### config.mk
export PLATFORM = sky130hd
export DESIGN_NAME = itci_merge
export DESIGN_NICKNAME = d
export VERILOG_FILES = /design/src/sv/inertia_tensor_check_and_invert_core_defines.svh /design/src/sv/itci_pkg.sv /design/src/sv/itci_merge.sv
export SDC_FILE = /design/constraint.sdc
export NUM_CORES = 1
export LEC_CHECK = 0
export BUFFER_PORTS_ARGS = -buffer_cell sky130_fd_sc_hd__buf_4
export CAP_MARGIN = 10
export CORE_AREA = 8 8 227 229
export CTS_CLUSTER_DIAMETER = 120
export DETAILED_ROUTE_END_ITERATION = 7
export DIE_AREA = 0 0 235 237
export PLACE_DENSITY = 0.47
export SLEW_MARGIN = 30
export SYNTH_ARGS = -nofsm -noshare
export SYNTH_HDL_FRONTEND = slang
export SYNTH_SLANG_ARGS = --single-unit
### constraint.sdc
create_clock -name i_clk -period 3 [get_ports i_clk]
set_clock_uncertainty 0.15 [all_clocks]
set_input_delay 0.6 -clock i_clk [delete_from_list [all_inputs] [get_ports i_clk]]
set_output_delay 0.6 -clock i_clk [all_outputs]
set_load 0.01 [all_outputs]
### src/sv/inertia_tensor_check_and_invert_core_defines.svh
// Assertion macros shared by the inertia tensor inverter.
`ifndef INERTIA_TENSOR_CHECK_AND_INVERT_CORE_DEFINES_SVH
`define INERTIA_TENSOR_CHECK_AND_INVERT_CORE_DEFINES_SVH

// Same-cycle implication, checked out of reset.
`define ITCI_ASSERT_NOW(label, clk, rst_n, ante, cons, msg) \
    label: assert property (@(posedge clk) disable iff (!rst_n) (ante) |-> (cons)) \
        else $error(msg);

// Next-cycle implication, checked out of reset.
`define ITCI_ASSERT_NEXT(label, clk, rst_n, ante, cons, msg) \
    label: assert property (@(posedge clk) disable iff (!rst_n) (ante) |=> (cons)) \
        else $error(msg);

`endif

### src/sv/itci_pkg.sv
package itci_pkg;

    // Field and datapath widths.
    localparam int ENT_W   = 32;
    localparam int NUM_ENT = 9;
    localparam int ST_W    = 3;
    localparam int PROD_W  = 2 * ENT_W;
    localparam int COF_W   = PROD_W + 1;
    localparam int DET_W   = 98;
    localparam int DIV_STEPS = ENT_W;
    localparam int LANE_LAT  = DIV_STEPS + 1;
    localparam int IN_W    = NUM_ENT * ENT_W;
    localparam int OUT_RAW_W = NUM_ENT * ENT_W + ST_W;
    localparam int OUT_W   = ((OUT_RAW_W + 7) / 8) * 8;

    // Status codes.
    localparam logic [ST_W-1:0] ST_OK       = 3'd0;
    localparam logic [ST_W-1:0] ST_ASYM     = 3'd1;
    localparam logic [ST_W-1:0] ST_DIAG     = 3'd2;
    localparam logic [ST_W-1:0] ST_TRIANGLE = 3'd3;
    localparam logic [ST_W-1:0] ST_NOT_DEF  = 3'd4;
    localparam logic [ST_W-1:0] ST_SAT      = 3'd5;

    // Control that travels with a word through the pipeline.
    typedef struct packed {
        logic            valid;
        logic [ST_W-1:0] status;
    } t_ctl;

endpackage

### src/sv/itci_merge.sv
module itci_merge (
    input  logic                              i_clk,
    input  logic                              i_rst_n,
    input  logic                              i_en,
    input  itci_pkg::t_ctl                    i_ctl,
    input  logic [itci_pkg::ENT_W-1:0]        i_val [itci_pkg::NUM_ENT],
    input  logic                              i_sat [itci_pkg::NUM_ENT],
    output itci_pkg::t_ctl                    o_ctl,
    output logic [itci_pkg::ENT_W-1:0]        o_inv [itci_pkg::NUM_ENT]
);

    localparam int LAT = itci_pkg::LANE_LAT;
    localparam int NE  = itci_pkg::NUM_ENT;

    // Control delay line matching the lane latency.
    logic                      r_v  [LAT];
    logic [itci_pkg::ST_W-1:0] r_st [LAT];

    always_ff @(posedge i_clk) begin
        if (!i_rst_n) begin
            for (int k = 0; k < LAT; k++) begin
                r_v[k] <= 1'b0;
            end
        end else if (i_en) begin
            for (int k = 0; k < LAT; k++) begin
                r_v[k] <= (k == 0) ? i_ctl.valid : r_v[(k == 0) ? 0 : k-1];
            end
        end
    end

    always_ff @(posedge i_clk) begin
        if (i_en) begin
            for (int k = 0; k < LAT; k++) begin
                r_st[k] <= (k == 0) ? i_ctl.status : r_st[(k == 0) ? 0 : k-1];
            end
        end
    end

    // A failed check clears the inverse; otherwise any clamped lane flags the word.
    logic w_any_sat;

    always_comb begin
        w_any_sat = 1'b0;
        for (int i = 0; i < NE; i++) begin
            w_any_sat = w_any_sat | i_sat[i];
        end
        o_ctl.valid = r_v[LAT-1];
        if (r_st[LAT-1] != itci_pkg::ST_OK) begin
            o_ctl.status = r_st[LAT-1];
            for (int i = 0; i < NE; i++) begin
                o_inv[i] = '0;
            end
        end else begin
            o_ctl.status = w_any_sat ? itci_pkg::ST_SAT : itci_pkg::ST_OK;
            for (int i = 0; i < NE; i++) begin
                o_inv[i] = i_val[i];
            end
        end
    end

endmodule

==> results of run 1 <==
registers in the layout, summed over array words and instances, names as in the netlist:
register and flops:
r_st 99, r_v 33
cell usage after synthesis:
| cell type | instances | area (µm²) |
|---|---|---|
| and3_1 | 33 | 206 |
| clkbuf_1 | 13 | 48.8 |
| clkbuf_2 | 21 | 105 |
| or3_1 | 1 | 6.26 |
| nor2_1 | 1 | 3.75 |
| nor3_1 | 1 | 5.00 |
| edfxtp_1 | 132 | 3960 |
| nor4_1 | 1 | 6.26 |
| and2_1 | 288 | 1800 |
| nor3_4 | 1 | 16.3 |
| nand2b_1 | 1 | 6.26 |
| a31oi_1 | 1 | 6.26 |
| buf_4 | 5 | 37.5 |
| or2_2 | 2 | 12.5 |
power by group through the flow:
stage               sequential [mW]  combinational, mW  clock [mW]
floorplan                      2.20              0.190           0
global placement               2.21              0.834           0
detailed placement             2.21              0.828           0
CTS                            2.18              0.835        2.08
global route                   2.19              0.876        2.17
finish                         2.18              0.829        2.02
worst max-delay path by stage:
stage | to | slack [ps]
floorplan | o_ctl[0] | 990
global placement | o_inv[18] | 600
detailed placement | o_inv[50] | 550
CTS | o_inv[50] | 80
global route | o_inv[219] | 120
finish | o_inv[257] | 240
metal layers:
| layer | share of wire | global-route usage | vias up |
|---|---|---|---|
| met3 | 0.094 | 0.0635 | 44 |
| met1 | 0.49 | 0.241 | 2917 |
| met4 | 0.013 | 0.0262 | 18 |
| met2 | 0.41 | 0.223 | 376 |
| li1 | - | - | 2844 |
| met5 | 0.0021 | 0 | - |
logic make-up (layout without fill, tap and decap cells):
kind of cell    after synthesis  count (layout)  synth area share
flops                       132             132             0.637
simple gates                329             329             0.332
other cells                   0              13                 0
buf+inv                      39             637            0.0307
compound gates                1               1           0.00101
layout make-up:
cell class | count | area (µm²)
Fill cell | 5186 | 36100
Timing Repair Buffer | 605 | 4600
Sequential cell | 132 | 3960
Multi-Input combinational cell | 330 | 2070
Tap cell | 622 | 778
Clock buffer | 17 | 425
Clock inverter | 15 | 158
Antenna cell | 13 | 32.5
stage by stage:
stage	util	hold WS, ps	power [mW]
global placement	0.237	252	3.04
CTS	0.249	176	5.09
global route	0.249	166	5.23
detailed placement	0.237	255	3.04
finish	0.250	203	5.03
floorplan	-	250	2.39
what timing repair did:
item,4_1_cts,5_1_grt
endpoints found under the setup margin,0,41
endpoints found under the hold margin,0,0
setup buffers,0,1
gates resized for setup,0,1
==> results.py, run 1 <==
metrics = {
    "min_path": {
        "hold-path-cell-count": 1,
        "min_path_type": "in2reg",
        "hold_path_end": "r_st[0][2]",
        "worstHoldStart": "i_ctl[2]",
    },
    "outcome": {
        "run_status": "finished clean",
    },
    "detailed_routing": {
        "ant_nets": 0,
        "drt-pass1-iter-count": 5,
        "num_vias": 6199,
        "first_iter_violations": 432,
        "wl_mm": 48.6,
        "post_drt_wl_per_cell_um": 28.0,
        "drc": 0,
        "viasPerCell": 3.57,
    },
    "cts": {
        "clockBufferDepth": 2,
        "h-tree-depth": 4,
        "ctsRootBufferMaster": "clkbuf_16",
        "cts_tree": "done",
        "clkSinkCount": 132,
        "cts_hold_buf": 0,
        "cts-buffers-inserted": 17,
        "insertion_delay_ps": 420,
        "path_clk_slew_ps": 60,
    },
    "power": {
        "irDropWorstVdd_mv": 0.377,
        "swShare": 0.240,
        "powerDensity_nw_per_um2": 418,
        "p_int_mw": 3.82,
        "switchingPower_mw": 1.21,
        "pwr-share-comb": 0.165,
        "p_leak_nw": 5.76,
        "clkPwrFrac": 0.403,
        "seqPwrFrac": 0.433,
    },
    "setup_path": {
        "worstPathMaxFanout": 102,
        "startpoint_type": "register",
        "r2r_setup_slack_ps": 2020,
        "cpPeakStageDelay_ps": 440,
        "slowest_stage": "edfxtp_1",
        "r2r-start": "r_v[0][16]",
        "worstPathCellList": "nor3_4 -> buf_4 -> buf_12 -> and2_1 -> buf_4",
        "criticalPathCategory": "reg2out",
        "crit_family": "buffers and inverters",
        "cp.required_ps": 2250,
        "cpMostUsedCell": "buf_4",
        "r2r.worst_path.cells": 1,
        "cp_num_buf_inv": 3,
        "cp-startpoint": "r_st[0][98]",
        "crit_arrival_ps": 2010,
        "cp_num_cells": 5,
        "rr_endpoint": "r_v[0][17]",
        "end_kind": "output pin",
    },
    "grt": {
        "grt_max_degree": 103,
        "grt_pass1_wl_mm": 61.6,
        "grt_pass1_vias": 6022,
        "antenna_found_initial": 28,
        "grtUsageTotal": 0.163,
        "overflow": 0,
    },
    "die": {
        "start_util": 0.129,
        "design.core.area_um2": 48100,
        "ios": 596,
        "dieWidth_um": 235,
        "die_area_um2": 55700,
        "chipHeight_um": 237,
        "rows": 81,
    },
    "placed_design": {
        "io_buffers": 595,
        "dp_hpwl_mm": 41.9,
        "post-place-ws_ps": 549,
        "gp_congestion": 1.04,
        "dp_cells": 1687,
        "placed_area_um2": 11400,
    },
    "final_layout": {
        "final_common_cell": "buf_4",
        "layoutNonFillerInstCount": 1734,
        "layout_common_cells": "buf_4, and2_1, edfxtp_1, and3_1, clkbuf_16",
        "area_growth_pct": 93.2,
        "layout-drive-gt1-share": 0.581,
        "final_area_um2": 12000,
        "num-nets-final": 1390,
    },
    "synth": {
        "synthCells": 501,
        "synth-seq-cells": 132,
        "ys_types": 14,
        "synth_nets": 805,
        "syn_avg_cell_area_um2": 12.4,
        "ys.warnings.count": 0,
        "netlist_area_um2": 6230,
        "ys_seq_area_frac": 0.637,
    },
    "timing": {
        "rsz0062_at_grt": "false",
        "timing.fmax_mhz": 363,
        "setup_viol": 0,
        "post-route-min-period_ps": 2760,
        "tns_ps": 0,
        "worstMarginPinSlew_ps": 529,
        "slew_violations": 0,
        "fin_crit_sh": 0.919,
        "hold_viol_final": 0,
        "worst_slack_ps": 242,
        "max-slew-margin-rel": 0.647,
    },
    "flow_run": {
        "drv_cap": 0,
    },
}
Note: power is estimated with default switching activity, not from simulation.
==> inputs of run 2 (changes only) <==
Settings changed: CORE_AREA 8 8 227 229 to 8 8 228 230, DIE_AREA 0 0 235 237 to 0 0 236 238.
==> run 2 against run 1 <==
First-iteration DRC count is 9.0% lower. Worst setup slack got worse by 35 ps. Critical path depth unchanged. Maximum frequency down 1.2%. Worst hold slack gained 6.6 ps. Die area is 0.85% higher.
==> results.py, run 2 (synthesis results as in run 1) <==
metrics = {
    "outcome": {
        "run_status": "finished clean",
    },
    "cts": {
        "clockBufferDepth": 2,
        "post-cts-setup-buffers": 0,
        "insertion_delay_ps": 410,
        "cts-buffers-inserted": 17,
        "clkSinkCount": 132,
        "path_clk_slew_ps": 60,
        "cts_hold_buf": 0,
        "ctsRootBufferMaster": "clkbuf_16",
        "h-tree-depth": 4,
        "cts_resized": 0,
        "cts_tree": "done",
    },
    "min_path": {
        "worstHoldStart": "i_ctl[2]",
        "hold_path_end": "r_st[0][2]",
        "hold-path-cell-count": 1,
        "min_path_type": "in2reg",
    },
    "setup_path": {
        "cp.required_ps": 2250,
        "r2r-start": "r_v[0][31]",
        "worstPathMaxFanout": 53,
        "rr_endpoint": "r_v[0][32]",
        "r2r.worst_path.cells": 1,
        "end_kind": "output pin",
        "r2r_setup_slack_ps": 2030,
        "startpoint_type": "register",
        "criticalPathCategory": "reg2out",
        "crit_arrival_ps": 2040,
    },
    "timing": {
        "post-route-min-period_ps": 2790,
        "fin_crit_sh": 0.931,
        "rsz0062_at_grt": "false",
        "setup_viol": 0,
        "slew_violations": 0,
        "timing.fmax_mhz": 358,
        "hold_viol_final": 0,
        "worst_slack_ps": 207,
        "max-slew-margin-rel": 0.728,
        "tns_ps": 0,
        "worstMarginPinSlew_ps": 408,
    },
    "power": {
        "irDropWorstVdd_mv": 0.365,
        "switchingPower_mw": 1.12,
        "finalPower_mw": 5.35,
        "powerDensity_nw_per_um2": 442,
        "pwr-share-comb": 0.146,
        "p_leak_nw": 5.81,
        "swShare": 0.210,
        "clkPwrFrac": 0.447,
        "p_int_mw": 4.23,
        "seqPwrFrac": 0.406,
    },
    "detailed_routing": {
        "drc": 0,
        "wl_mm": 46.0,
        "first_iter_violations": 393,
        "post_drt_wl_per_cell_um": 26.6,
        "num_vias": 6134,
        "viasPerCell": 3.55,
        "drt-pass1-iter-count": 5,
        "ant_nets": 0,
    },
    "die": {
        "rows": 81,
        "start_util": 0.129,
        "die_area_um2": 56200,
        "design.core.area_um2": 48300,
        "ios": 596,
        "dieWidth_um": 236,
        "chipHeight_um": 238,
    },
    "grt": {
        "grtUsageTotal": 0.152,
        "antenna_found_initial": 17,
        "overflow": 0,
        "grt_max_degree": 111,
        "grt_pass1_vias": 5952,
        "grt_pass1_wl_mm": 58.5,
    },
    "final_layout": {
        "final_common_cell": "buf_4",
        "layout-drive-gt1-share": 0.581,
        "num-nets-final": 1391,
        "area_growth_pct": 94.4,
        "final_area_um2": 12100,
        "layout_common_cells": "buf_4, and2_1, edfxtp_1, and3_1, clkbuf_16",
        "largest_register_ffs": 99,
        "regMostFlops": "r_st",
        "reg.largest.list": "r_st: 99 flops, r_v: 33 flops",
    },
    "flow_run": {
        "drv_cap": 0,
    },
    "placed_design": {
        "gp_congestion": 0.956,
        "dp_hpwl_mm": 39.9,
        "placed_area_um2": 11400,
        "io_buffers": 595,
        "post-place-ws_ps": 634,
    },
}
==> run 2: changes by cell type in the layout (fill, tap and decap cells not counted) <==
cell and change:
clkinvlp_4 -1, diode_2 -7, buf_4 +3, clkbuf_1 +1, buf_6 -1, bufinv_16 +5, clkbuf_16 -1, clkinv_4 -3
inv_6 -2
==> run 2: per-stage QoR <==
step                instances  hold WS (ps)   util
floorplan                 501           250      -
global placement         1690           250  0.236
detailed placement       1690           255  0.236
CTS                      1722           180  0.250
global route             1722           186  0.250
finish                   1728           210  0.250
==> run 2: worst max path at each step <==
stage,from,end,depth (start not counted)
2_1_floorplan,i_sat[3],o_ctl[0],3
3_3_place_gp,r_st[0][96],o_inv[72],5
3_5_place_dp,r_st[0][96],o_inv[3],5
4_1_cts,r_st[0][96],o_inv[3],5
5_1_grt,r_st[0][96],o_inv[3],5
6_report,r_st[0][96],o_inv[3],5
==> run 2: final cells by class <==
type	instances	area [µm²]
diodes	6	15.0
clock buffers	18	429
clock inverters	14	256
fillers	5183	36200
multi-input cells	330	2070
flip-flops and latches	132	3960
well taps	622	778
repair buffers	606	4590
==> run 2: power by group through the flow <==
stage                     clock network [mW]  registers (mW)  logic (mW)
after floorplan                            0            2.20       0.190
after global placement                     0            2.21       0.793
after detailed placement                   0            2.21       0.793
after CTS                               2.47            2.18       0.801
after global routing                    2.53            2.18       0.827
final                                   2.39            2.17       0.784
==> run 2: worst max-delay path, cell delays in order, from the launching register on <==
cell	delay, ps
edfxtp_1	430
nor3_4	260
buf_4	240
buf_4	360
and2_1	200
buf_4	120
==> run 2: metal layers <==
layer / track usage / up-vias / routed length (µm)
met5: 0 / - / 97
met4: 0.0330 / 16 / 826
met3: 0.0614 / 48 / 3900
met2: 0.252 / 290 / 22100
met1: 0.185 / 2944 / 19100
li1: - / 2836 / -
